[src/hdl/smrt_pkg.sv]
// ----------------------------------------------------------------------------
// smrt_pkg: shared types and constants of the source match route table
// Widths, status and function codes, and the request and result structs.
// ----------------------------------------------------------------------------
package smrt_pkg;

  localparam int unsigned MAX_ROUTES = 16;
  localparam int unsigned NUM_PORTS  = 16;
  localparam int unsigned IDX_W      = $clog2(MAX_ROUTES);
  localparam int unsigned CNT_W      = $clog2(MAX_ROUTES + 1);
  localparam logic [15:0] MTU_EMPTY  = 16'hFFFF;

  localparam logic [2:0] FN_FWD  = 3'd0;
  localparam logic [2:0] FN_SET  = 3'd1;
  localparam logic [2:0] FN_DEL  = 3'd2;
  localparam logic [2:0] FN_READ = 3'd3;
  localparam logic [2:0] FN_UP   = 3'd4;

  typedef enum logic [2:0] {
    ST_FWD      = 3'd0,
    ST_FAMILY   = 3'd1,
    ST_DOWN     = 3'd2,
    ST_NOROUTE  = 3'd3,
    ST_PORTDOWN = 3'd4,
    ST_DONE     = 3'd5,
    ST_BADIDX   = 3'd6,
    ST_FULL     = 3'd7
  } status_e;

  typedef enum logic [2:0] {
    K_FWD  = 3'd0,
    K_SET  = 3'd1,
    K_DEL  = 3'd2,
    K_READ = 3'd3,
    K_UP   = 3'd4,
    K_BAD  = 3'd5
  } kind_e;

  typedef struct packed {
    logic [2:0]           func;
    logic                 is_inet;
    logic [31:0]          src_addr;
    logic [15:0]          packet_length;
    logic [NUM_PORTS-1:0] ports_up;
    logic [4:0]           index;
    logic [31:0]          match_value;
    logic [31:0]          mask_value;
    logic [3:0]           port;
    logic [31:0]          next_hop_addr;
    logic [15:0]          port_mtu;
    logic                 up_request;
  } in_item_t;

  typedef struct packed {
    status_e     status;
    logic [3:0]  out_port;
    logic [31:0] next_hop;
    logic [31:0] entry_match;
    logic [31:0] entry_mask;
    logic [4:0]  route_total;
    logic [15:0] current_mtu;
    logic [31:0] packet_total;
    logic [31:0] error_total;
    logic [31:0] byte_total;
    logic        iface_is_up;
  } out_item_t;

  typedef struct packed {
    kind_e    kind;
    in_item_t item;
  } req_t;

endpackage

[src/hdl/smrt_front.sv]
// ----------------------------------------------------------------------------
// smrt_front: request intake and classification
// Decodes each request and holds it in a two-entry queue for the back end.
// ----------------------------------------------------------------------------
module smrt_front (
  input  logic              clk_i,
  input  logic              rst_ni,
  input  logic              in_valid_i,
  output logic              in_stall_o,
  input  smrt_pkg::in_item_t in_item_i,
  output logic              head_valid_o,
  output smrt_pkg::req_t    head_o,
  input  logic              pop_i
);

  smrt_pkg::req_t fifo_q [2];
  logic           wr_ptr_q, wr_ptr_d;
  logic           rd_ptr_q, rd_ptr_d;
  logic [1:0]     fill_q, fill_d;
  logic           push;
  logic           pop;
  smrt_pkg::req_t req;

  always_comb begin
    req.item = in_item_i;
    case (in_item_i.func)
      smrt_pkg::FN_FWD:  req.kind = smrt_pkg::K_FWD;
      smrt_pkg::FN_SET:  req.kind = smrt_pkg::K_SET;
      smrt_pkg::FN_DEL:  req.kind = smrt_pkg::K_DEL;
      smrt_pkg::FN_READ: req.kind = smrt_pkg::K_READ;
      smrt_pkg::FN_UP:   req.kind = smrt_pkg::K_UP;
      default:           req.kind = smrt_pkg::K_BAD;
    endcase
  end

  assign in_stall_o   = (fill_q == 2'd2);
  assign push         = in_valid_i && !in_stall_o;
  assign head_valid_o = (fill_q != 2'd0);
  assign pop          = pop_i && head_valid_o;
  assign head_o       = fifo_q[rd_ptr_q];

  always_comb begin
    wr_ptr_d = push ? ~wr_ptr_q : wr_ptr_q;
    rd_ptr_d = pop ? ~rd_ptr_q : rd_ptr_q;
    fill_d   = fill_q + {1'b0, push} - {1'b0, pop};
  end

  always_ff @(posedge clk_i or negedge rst_ni) begin
    if (!rst_ni) begin
      wr_ptr_q <= 1'b0;
      rd_ptr_q <= 1'b0;
      fill_q   <= 2'd0;
    end else begin
      wr_ptr_q <= wr_ptr_d;
      rd_ptr_q <= rd_ptr_d;
      fill_q   <= fill_d;
    end
  end

  always_ff @(posedge clk_i) begin
    if (push) begin
      fifo_q[wr_ptr_q] <= req;
    end
  end

endmodule

[src/hdl/smrt_back.sv]
// ----------------------------------------------------------------------------
// smrt_back: route table execution
// Holds the table and counters, runs each request and drives the result.
// ----------------------------------------------------------------------------
module smrt_back (
  input  logic               clk_i,
  input  logic               rst_ni,
  input  logic               mtu_lock_i,
  input  logic               head_valid_i,
  input  smrt_pkg::req_t     head_i,
  output logic               pop_o,
  output logic               out_valid_o,
  input  logic               out_stall_i,
  output smrt_pkg::out_item_t out_item_o
);

  localparam int unsigned N = smrt_pkg::MAX_ROUTES;
  localparam int unsigned IW = smrt_pkg::IDX_W;
  localparam int unsigned CW = smrt_pkg::CNT_W;

  typedef enum logic [4:0] {
    S_IDLE = 5'b00001,
    S_LOOK = 5'b00010,
    S_EXEC = 5'b00100,
    S_MTU  = 5'b01000,
    S_DONE = 5'b10000
  } state_e;

  typedef struct packed {
    smrt_pkg::status_e status;
    logic [3:0]        out_port;
    logic [31:0]       next_hop;
    logic [31:0]       entry_match;
    logic [31:0]       entry_mask;
  } part_t;

  logic [31:0] match_q [N];
  logic [31:0] mask_q  [N];
  logic [3:0]  port_q  [N];
  logic [31:0] hop_q   [N];
  logic [15:0] mtu_e_q [N];

  state_e              state_q, state_d;
  smrt_pkg::req_t      req_q;
  logic [N-1:0]        hit_q;
  part_t               part_q, part_d;
  logic [CW-1:0]       count_q, count_d;
  logic                up_q, up_d;
  logic [15:0]         mtu_q, mtu_d;
  logic [31:0]         pkt_q, pkt_d, err_q, err_d, byte_q, byte_d;
  logic [CW-1:0]       scan_q, scan_d;
  logic [15:0]         min_q, min_d;
  logic                out_valid_q, out_valid_d;
  smrt_pkg::out_item_t out_q;
  logic                wr_en, del_en, free;
  logic                any_hit;
  logic [IW-1:0]       hit_idx;
  logic [IW-1:0]       idx;
  logic [CW-1:0]       idx_full;

  assign free        = !out_valid_q || !out_stall_i;
  assign pop_o       = (state_q == S_IDLE) && head_valid_i;
  assign out_valid_o = out_valid_q;
  assign out_item_o  = out_q;
  assign idx_full    = req_q.item.index[CW-1:0];
  assign idx         = req_q.item.index[IW-1:0];

  // First matching entry wins: scan from the top so the lowest index is left.
  always_comb begin
    any_hit = |hit_q;
    hit_idx = '0;
    for (int k = N - 1; k >= 0; k--) begin
      if (hit_q[k]) begin
        hit_idx = IW'(k);
      end
    end
  end

  always_comb begin
    state_d     = state_q;
    part_d      = part_q;
    count_d     = count_q;
    up_d        = up_q;
    mtu_d       = mtu_q;
    pkt_d       = pkt_q;
    err_d       = err_q;
    byte_d      = byte_q;
    scan_d      = scan_q;
    min_d       = min_q;
    out_valid_d = out_valid_q && out_stall_i;
    wr_en       = 1'b0;
    del_en      = 1'b0;
    case (state_q)
      S_IDLE: begin
        if (head_valid_i) begin
          state_d = S_LOOK;
        end
      end
      S_LOOK: begin
        state_d = S_EXEC;
      end
      S_EXEC: begin
        part_d  = '{status: smrt_pkg::ST_BADIDX, default: '0};
        state_d = S_DONE;
        case (req_q.kind)
          smrt_pkg::K_FWD: begin
            if (!req_q.item.is_inet) begin
              part_d.status = smrt_pkg::ST_FAMILY;
            end else if (!up_q) begin
              part_d.status = smrt_pkg::ST_DOWN;
            end else begin
              pkt_d = pkt_q + 32'd1;
              if (!any_hit) begin
                err_d         = err_q + 32'd1;
                part_d.status = smrt_pkg::ST_NOROUTE;
              end else begin
                byte_d          = byte_q + {16'd0, req_q.item.packet_length};
                part_d.out_port = port_q[hit_idx];
                part_d.next_hop = hop_q[hit_idx];
                if ({1'b0, port_q[hit_idx]} < 5'(smrt_pkg::NUM_PORTS) &&
                    req_q.item.ports_up[port_q[hit_idx]]) begin
                  part_d.status = smrt_pkg::ST_FWD;
                end else begin
                  part_d.status = smrt_pkg::ST_PORTDOWN;
                end
              end
            end
          end
          smrt_pkg::K_SET: begin
            if (req_q.item.index > 5'(count_q)) begin
              part_d.status = smrt_pkg::ST_BADIDX;
            end else if (req_q.item.index >= 5'(N)) begin
              part_d.status = smrt_pkg::ST_FULL;
            end else begin
              wr_en         = 1'b1;
              part_d.status = smrt_pkg::ST_DONE;
              if (idx_full == count_q) begin
                count_d = count_q + CW'(1);
              end
            end
          end
          smrt_pkg::K_DEL: begin
            if (req_q.item.index >= 5'(count_q)) begin
              part_d.status = smrt_pkg::ST_BADIDX;
            end else begin
              del_en        = 1'b1;
              count_d       = count_q - CW'(1);
              part_d.status = smrt_pkg::ST_DONE;
              if (count_q == CW'(1)) begin
                up_d = 1'b0;
              end
            end
          end
          smrt_pkg::K_READ: begin
            if (req_q.item.index >= 5'(count_q)) begin
              part_d.status = smrt_pkg::ST_BADIDX;
            end else begin
              part_d.status      = smrt_pkg::ST_DONE;
              part_d.out_port    = port_q[idx];
              part_d.next_hop    = hop_q[idx];
              part_d.entry_match = match_q[idx];
              part_d.entry_mask  = mask_q[idx];
            end
          end
          smrt_pkg::K_UP: begin
            up_d          = req_q.item.up_request && (count_q != '0);
            part_d.status = smrt_pkg::ST_DONE;
          end
          default: begin
            part_d.status = smrt_pkg::ST_BADIDX;
          end
        endcase
        if ((wr_en || del_en) && !mtu_lock_i) begin
          state_d = S_MTU;
          scan_d  = '0;
          min_d   = smrt_pkg::MTU_EMPTY;
        end
      end
      S_MTU: begin
        if (scan_q < count_q) begin
          if (mtu_e_q[scan_q[IW-1:0]] < min_q) begin
            min_d = mtu_e_q[scan_q[IW-1:0]];
          end
          scan_d = scan_q + CW'(1);
        end else begin
          mtu_d   = min_q;
          state_d = S_DONE;
        end
      end
      S_DONE: begin
        if (free) begin
          out_valid_d = 1'b1;
          state_d     = S_IDLE;
        end
      end
      default: begin
        state_d = S_IDLE;
      end
    endcase
  end

  always_ff @(posedge clk_i or negedge rst_ni) begin
    if (!rst_ni) begin
      state_q     <= S_IDLE;
      count_q     <= '0;
      up_q        <= 1'b0;
      mtu_q       <= smrt_pkg::MTU_EMPTY;
      pkt_q       <= '0;
      err_q       <= '0;
      byte_q      <= '0;
      out_valid_q <= 1'b0;
    end else begin
      state_q     <= state_d;
      count_q     <= count_d;
      up_q        <= up_d;
      mtu_q       <= mtu_d;
      pkt_q       <= pkt_d;
      err_q       <= err_d;
      byte_q      <= byte_d;
      out_valid_q <= out_valid_d;
    end
  end

  always_ff @(posedge clk_i) begin
    part_q <= part_d;
    scan_q <= scan_d;
    min_q  <= min_d;
    if (pop_o) begin
      req_q <= head_i;
    end
    if (state_q == S_LOOK) begin
      for (int k = 0; k < N; k++) begin
        hit_q[k] <= (CW'(k) < count_q) &&
                    ((req_q.item.src_addr & mask_q[k]) == match_q[k]);
      end
    end
    if (state_q == S_DONE && free) begin
      out_q <= '{status:       part_q.status,
                 out_port:     part_q.out_port,
                 next_hop:     part_q.next_hop,
                 entry_match:  part_q.entry_match,
                 entry_mask:   part_q.entry_mask,
                 route_total:  5'(count_q),
                 current_mtu:  mtu_q,
                 packet_total: pkt_q,
                 error_total:  err_q,
                 byte_total:   byte_q,
                 iface_is_up:  up_q};
    end
  end

  // Table storage: a set writes one row, a delete moves every row above the
  // deleted one down by one place.
  always_ff @(posedge clk_i) begin
    for (int k = 0; k < N; k++) begin
      if (wr_en && idx == IW'(k)) begin
        match_q[k] <= req_q.item.match_value;
        mask_q[k]  <= req_q.item.mask_value;
        port_q[k]  <= req_q.item.port;
        hop_q[k]   <= req_q.item.next_hop_addr;
        mtu_e_q[k] <= req_q.item.port_mtu;
      end else if (del_en && IW'(k) >= idx && k < N - 1) begin
        match_q[k] <= match_q[(k + 1) % N];
        mask_q[k]  <= mask_q[(k + 1) % N];
        port_q[k]  <= port_q[(k + 1) % N];
        hop_q[k]   <= hop_q[(k + 1) % N];
        mtu_e_q[k] <= mtu_e_q[(k + 1) % N];
      end
    end
  end

endmodule

[src/hdl/source_match_route_table_top.sv]
// ----------------------------------------------------------------------------
// source_match_route_table_top: first-match masked source route table
// Ordered table of up to sixteen masked source routes with lookup, table
// maintenance, interface MTU tracking and traffic counters.
// ----------------------------------------------------------------------------
// Each request passes through the lookup, execute and done states of the back
// end; a set or delete with the MTU unlocked adds a scan of every route's MTU.
// The back end sequencer handles one request at a time and takes the next only
// once the result is registered; the front end queue can still take requests.
// Reset clears the table count, counters, up flag and MTU (to 65535) at once.
module source_match_route_table_top (
  input  logic                clk_i,
  input  logic                rst_ni,
  input  logic                mtu_lock_we_i,
  input  logic                mtu_lock_wdata_i,
  input  logic                in_valid_i,
  output logic                in_stall_o,
  input  smrt_pkg::in_item_t  in_item_i,
  output logic                out_valid_o,
  input  logic                out_stall_i,
  output smrt_pkg::out_item_t out_item_o
);

  // MTU lock register; user writes it only while the block is idle, not enforced.
  logic mtu_lock_q;

  always_ff @(posedge clk_i or negedge rst_ni) begin
    if (!rst_ni) begin
      mtu_lock_q <= 1'b0;
    end else if (mtu_lock_we_i) begin
      mtu_lock_q <= mtu_lock_wdata_i;
    end
  end

  // The front end decodes each request and queues it, so that a new request
  // can be taken while the back end is busy or its result waits.
  logic           head_valid;
  smrt_pkg::req_t head;
  logic           pop;

  smrt_front u_front (
    .clk_i        (clk_i),
    .rst_ni       (rst_ni),
    .in_valid_i   (in_valid_i),
    .in_stall_o   (in_stall_o),
    .in_item_i    (in_item_i),
    .head_valid_o (head_valid),
    .head_o       (head),
    .pop_i        (pop)
  );

  // The back end looks up, updates the table and counters, rescans the MTU
  // when needed and holds the result in its output register.
  smrt_back u_back (
    .clk_i        (clk_i),
    .rst_ni       (rst_ni),
    .mtu_lock_i   (mtu_lock_q),
    .head_valid_i (head_valid),
    .head_i       (head),
    .pop_o        (pop),
    .out_valid_o  (out_valid_o),
    .out_stall_i  (out_stall_i),
    .out_item_o   (out_item_o)
  );

endmodule

[config.mk]
export PLATFORM = sky130hd
export DESIGN_NAME = source_match_route_table_top
export DESIGN_NICKNAME = d
export VERILOG_FILES = /design/src/hdl/smrt_pkg.sv /design/src/hdl/smrt_front.sv /design/src/hdl/smrt_back.sv /design/src/hdl/source_match_route_table_top.sv
export SDC_FILE = /design/constraint.sdc
export NUM_CORES = 2
export LEC_CHECK = 0
export BUFFER_PORTS_ARGS = -buffer_cell sky130_fd_sc_hd__clkbuf_2
export CAP_MARGIN = 15
export CELL_PAD_IN_SITES_DETAIL_PLACEMENT = 1
export CELL_PAD_IN_SITES_GLOBAL_PLACEMENT = 2
export CORE_UTILIZATION = 30
export DETAILED_ROUTE_END_ITERATION = 12
export PLACE_DENSITY_LB_ADDON = 0.1
export SLEW_MARGIN = 20
export SYNTH_ARGS = -nofsm -noshare
export SYNTH_HDL_FRONTEND = slang
export SYNTH_SLANG_ARGS = --single-unit
[constraint.sdc]
create_clock -name clk_i -period 32.4 [get_ports clk_i]
set_input_delay 4.86 -clock clk_i [delete_from_list [all_inputs] [get_ports clk_i]]
set_output_delay 4.86 -clock clk_i [all_outputs]
set_load 0.02 [all_outputs]
==> Word-level counts from Yosys, hierarchy flattened <==
Memories as Yosys holds them, arrays and structs flattened. A register that Yosys moved wholly into a read port is not among the register bits.
Index checks and enable logic that the tools add are counted.
{ "op_classes": {"addsub": 8, "magnitude_cmp": 37, "n_eq_ne": 58, "mux": 233, "n_bitwise": 96, "reduce_logical": 85} }
{ "op_table": {"columns": ["op", "count"], "rows": [
  ["$mux 32", 48],
  ["$and 32x32->32", 16],
  ["$eq 32x32->1", 16],
  ["$mux 16", 19],
  ["$mux 4", 38],
  ["$mux 36", 3],
  ["$mux 100", 1],
  ["$mux 1", 98],
  ["$reduce_or 32->1", 3],
  ["$or 1x1->1", 75],
  ["$pmux 36 s2", 1],
  ["$add 32x1->32 const B", 2],
  ["$logic_and 1x1->1", 54],
  ["$mux 5", 10],
  ["$lt 4x5->1 const A", 8],
  ["$add 32x16->32", 1],
  ["$eq 4x4->1 const B", 8],
  ["$pmux 16 s2", 1],
  ["$reduce_or 16->1", 2],
  ["$ge 4x4->1 const A", 7],
  ["$pmux 5 s5", 1],
  ["$lt 3x5->1 const A", 4],
  ["$pmux 5 s2", 2],
  ["$eq 4x3->1 const B", 4],
  ["49 further kinds", 95]
]} }
{ "totals": {"ff_bits": 490, "ramBits": 2242, "inputBits": 196, "out_inout_bits": 223, "wordCells": 554, "memories": 6} }
{ "memory_table": {"columns": ["memory", "depth", "width", "read_ports", "rd_clocked_by_memory_dff", "write_ports", "line", "source"], "rows": [
  ["u_back.hop_q", 16, 32, 17, 0, 15, "smrt_back.sv:40", "logic [31:0] hop_q [N];"],
  ["u_back.mask_q", 16, 32, 17, 0, 15, "smrt_back.sv:38", "logic [31:0] mask_q [N];"],
  ["u_back.match_q", 16, 32, 17, 0, 15, "smrt_back.sv:37", "logic [31:0] match_q [N];"],
  ["u_front.fifo_q", 2, 193, 1, 1, 1, "smrt_front.sv:16", "smrt_pkg::req_t fifo_q [2];"],
  ["u_back.mtu_e_q", 16, 16, 16, 1, 15, "smrt_back.sv:41", "logic [15:0] mtu_e_q [N];"],
  ["u_back.port_q", 16, 4, 17, 0, 15, "smrt_back.sv:39", "logic [3:0] port_q [N];"]
]} }

==> Logic depth before layout (Yosys ltp) <==
An unclocked memory read counts as a cell.
{ "logic_depth": {"word_depth": 24, "mapped_depth": 20, "ltp_nobuf": 14} }

==> Cells and area by module <==
A second synthesis with hierarchy kept.
{ "hier_totals": {"cells_unflattened": 9368, "hier_area_um2": 143595.2} }
{ "by_module_without_submodules": {"columns": ["module", "n_inst", "cells_per_inst", "area_per_inst_um2", "seq_area_each_um2"], "rows": [
  ["smrt_back", 1, 8744, 128739.7, 75563.7],
  ["smrt_front", 1, 622, 14815.5, 11691.2],
  ["source_match_route_table_top", 1, 2, 40.0, 25.0]
]} }

==> Worst setup path before layout <==
OpenSTA, ideal clock, no wires.
{ "synth_timing": {"kind": "input port to flip-flop", "from": "input port out_stall_i", "to": "register u_back.out_q, in the netlist u_back.out_item_o[0] (enable)", "setup_ns": 0.877, "arrival_time_ns": 15.217, "required_time_ns": 31.523, "path_slack_ns": 16.306, "cell_stages": 1, "n_path_buf": 0, "path_cell_list": "a21oi_1"} }
{ "synth_between": {"elab_chain_cells": 3} }
{ "synth_rtl": {"columns": ["item", "line", "source"], "rows": [
  ["start: declaration", "source_match_route_table_top.sv:20", "input logic out_stall_i,"],
  ["$logic_not 1->1", "smrt_back.sv:61", "assign free = !out_valid_q || !out_stall_i;"],
  ["$logic_or 1x1->1", "smrt_back.sv:61", null],
  ["$logic_and 1x1->1", "smrt_back.sv:237", "if (state_q == S_DONE && free) begin"],
  ["end signal: assignment", "smrt_back.sv:238", "out_q <= '{status: part_q.status,"],
  ["end: declaration", "smrt_back.sv:54", "smrt_pkg::out_item_t out_q;"]
]} }
Every way passes these cells.
A chain may end at the register's enable or synchronous reset.

==> Worst setup path in the final report <==
{ "layout_timing": {"from": "input port out_stall_i", "to": "register u_back.out_q, in the netlist u_back.out_item_o[77] (enable)"} }
Same word-level chain as after synthesis.

==> impl_results.md <==
- Final instance area: 163000 um2
- Slowest CP cell: buf_4
- GR Overflow Total: 0
- Largest cells by area after synthesis: edfxtp_1, mux2_2, mux4_2
- GRT Resource Usage Total: 24.5%
- Drc violations: 0
- Core ar.: 472000 um2
- Count of hold-fix buffers inserted at cts: 0
- TNS Setup: 0 ps
- CP Data Required Time: 33010 ps
- Max Cap Viol: 0
- Starting density of the core: 30.2%
- Worst slew margin: 13.8%
- Synth Area per Inst: 14.6 um2
- DR WL/cell: 36.2 um
- Synth Cell Area: 143000 um2
- WL met1: 254 mm
- Placed cells: 15900
- Post-DP HPWL: 381 mm
- CP Capture Type: flop
- Routed met2 length: 294 mm
- Worst-path cell chain: clkbuf_2 -> a21oi_4 -> buf_4 -> buf_4
- Clk_lat worst skew: 1020 ps
- # resized after CTS: 0
- Worst Path Max Fanout: 74
- Share of layout cells above drive strength 1: 34.1%
- RSZ-0062 raised after global routing: false
- Non-Filler Instances: 16600
- Register area share after synthesis: 61.1%
- Slew at the pin with the worst max-slew slack: 1290 ps
- Area Overhead vs Synth: 14.6%
- Area after DPL: 152000 um2
- Hold Path Class: flop to flop
- Yosys reg bits: 2920
- Crit-path most repeated cell: buf_4
- Clock tree buffer depth: 4
- Post-CTS Setup Inserts: 0
- Initial antenna violation count: 37
- Vias in the first global route: 92700
- WP data arrival: 7650 ps
- Post-synth EDFFs: 2787
- Fmax: 142 MHz
- Post-route ant nets: 0
- Post-Syn Instances: 9737
- CTS tree: yes
- Via/cell ratio: 5.35
- Routed met3 length: 25.5 mm
- Setup-failing EPs final: 0
- Pleak: 55.6 nW
- Max VDD drop: 0.0654 mV
- I/O Buffers: 418
- Io pins: 419
- Die ar.: 478000 um2
- H-tree depth: 5
- Top routing layer in use: met5
- DRT Pass-1 Iters: 5
- CP startpoint kind: input pin
- CTS root buf: clkbuf_16
- Final Hold Viols: 0
- CTS sink cnt: 2920
- PwrDens: 81.8 nW/um2
- Synth Warn #: 0
- Dominant cell type by area after synthesis: edfxtp_1
- Row cnt: 252
- Fin nets: 10300
- Final wirelength: 599 mm
- Critical path's top delay family: buffers and inverters
- Initial DRC Count: 7864
- Buf/Inv on CP: 3
- Largest net degree at the start of global routing: 168
- GP Congestion: 0.959
- Ys flop type: edfxtp_1
- Tcrit/Tclk final: 21.7%
- Max incr delay on CP: 870 ps
- Synth unique cells: 80
- Async SR Flop Fraction: 4.42%
- Status: completed
- Mapped Nets: 9983
- Final Slew Violations: 0
- Reg clk slew, reported paths: 60 ps
- Chip Width: 691 um
- Final worst clock skew: 58.9 ps
- Global-route wire length before repair: 817 mm
- Die H: 691 um
- Top cell type's share of synthesized area: 58.7%
- Routed vias: 88600
- TritonCTS Buffers: 361
- CP Class: input pin to flop
- Crit path time final: 7040 ps
## Yosys cell counts, drive strengths merged, types with 13 or more instances
cell	instances
o211ai	35
a21oi	41
dfstp	17
dfrtp	112
edfxtp	2787
xnor2	290
nor3	34
mux2	1731
mux4	582
nor2	85
nand4	98
ha	49
o21ai	104
xor2	313
o22ai	40
buf	201
nand2	1910
nand2b	13
nor4	76
inv	85
nand3	394
clkbuf	496
and3	91
or2	24
## placed cells by master, fill, tap and decap left out, types with 9 or more instances in the layout
master,netlist,routed
nor2b_1,11,10
xor2_1,313,310
edfxtp_1,2787,2787
clkbuf_16,0,365
inv_1,85,84
clkbuf_1,495,82
clkinv_1,0,68
buf_12,0,20
or2_2,21,21
dfrtp_1,112,111
mux2_1,41,41
o22ai_1,40,40
clkbuf_8,0,21
buf_4,17,195
and3_1,91,89
xnor2_1,290,285
nor2_1,79,65
ha_1,49,49
nor2_4,3,18
nand4_1,98,98
mux4_2,582,582
diode_2,0,12
dfstp_2,17,17
o21ai_0,101,101
nand3_1,394,394
nor3_1,34,30
mux2i_1,10,10
clkbuf_2,1,417
a21o_1,9,9
bufinv_16,0,20
clkinv_8,0,10
nor4_1,74,70
a21oi_1,40,35
clkinv_2,0,67
a31oi_1,11,11
nand2_1,1909,1905
mux2_2,1689,1689
nand2b_1,13,12
o211ai_1,35,35
## path summary, 6_finish.rpt
path	start	to	slack, ps	cells after the start
worst max-delay path	out_stall_i	u_back.out_item_o[77]	25360	4
worst min-delay path	u_back.part_q[68]	u_back.out_item_o[186]	400	0
worst max register to register	u_back.idx_full[2]	u_back.hop_q[6][14]	25930	11
worst min register to register	u_back.part_q[68]	u_back.out_item_o[186]	400	0
max in group asynchronous	rst_ni	u_back.pkt_q[14]	26760	3
min in group asynchronous	rst_ni	u_back.byte_q[8]	3750	1
## metal layers
layer  vias to the layer above  global-route usage [%]
met5                         -                       0
met4                        14                    9.15
met3                       760                    3.07
met2                      2230                    41.7
met1                     48200                    32.0
li1                      37400                       -
## kinds of logic (layout without fill, tap and decap cells)
kind of cell,Yosys count,after routing,share of synthesized area [%]
multiplexers,2323,2323,22.9
flip-flops,2920,2920,61.1
adder cells (fa/ha/maj),50,50,0.444
XOR/XNOR,603,603,3.71
AND/OR/NAND/NOR,2768,2768,8.36
AO/OA/AOI/OAI,291,291,1.28
buffers and inverters,782,1376,2.21
other,0,12,0
## area by class of cell
| class | count | area [um2] |
|---|---|---|
| well taps | 6223 | 7790 |
| diodes | 12 | 30.0 |
| fillers | 48300 | 309000 |
| clock inverters | 188 | 1720 |
| repair buffers | 635 | 4020 |
| multi-input cells | 6035 | 52700 |
| flip-flops and latches | 2920 | 87000 |
| clock buffers | 468 | 9730 |
| inverters | 85 | 327 |
## state kept, by name, summed over array words and instances, names as in the netlist, 32 cells and up, named ones only
register,count
u_back.mask_q,512
u_back.req_q,185
u_back.port_q,64
u_back.out_item_o,221
u_back.byte_q,32
u_back.hop_q,512
u_back.match_q,512
u_back.err_q,32
u_front.fifo_q,380
u_back.mtu_e_q,256
u_back.part_q,103
u_back.pkt_q,32
## stage by stage
step                      setup WS (ps)  total power, mW  utilization, %  hold WS [ps]
after floorplan                   16310             7.86               -           400
after global placement            24390             9.40            32.2           401
after detailed placement          24290             9.48            32.2           405
after CTS                         25360             13.6            34.6           394
after global routing              25250             13.9            34.6           419
final                             25360             13.4            34.6           404
## where the power goes
group / switching, mW / internal (mW)
sequential: 0.565 / 4.85
clock: 1.73 / 2.28
combinational: 2.22 / 1.71
(Power assumes the default switching activity.)
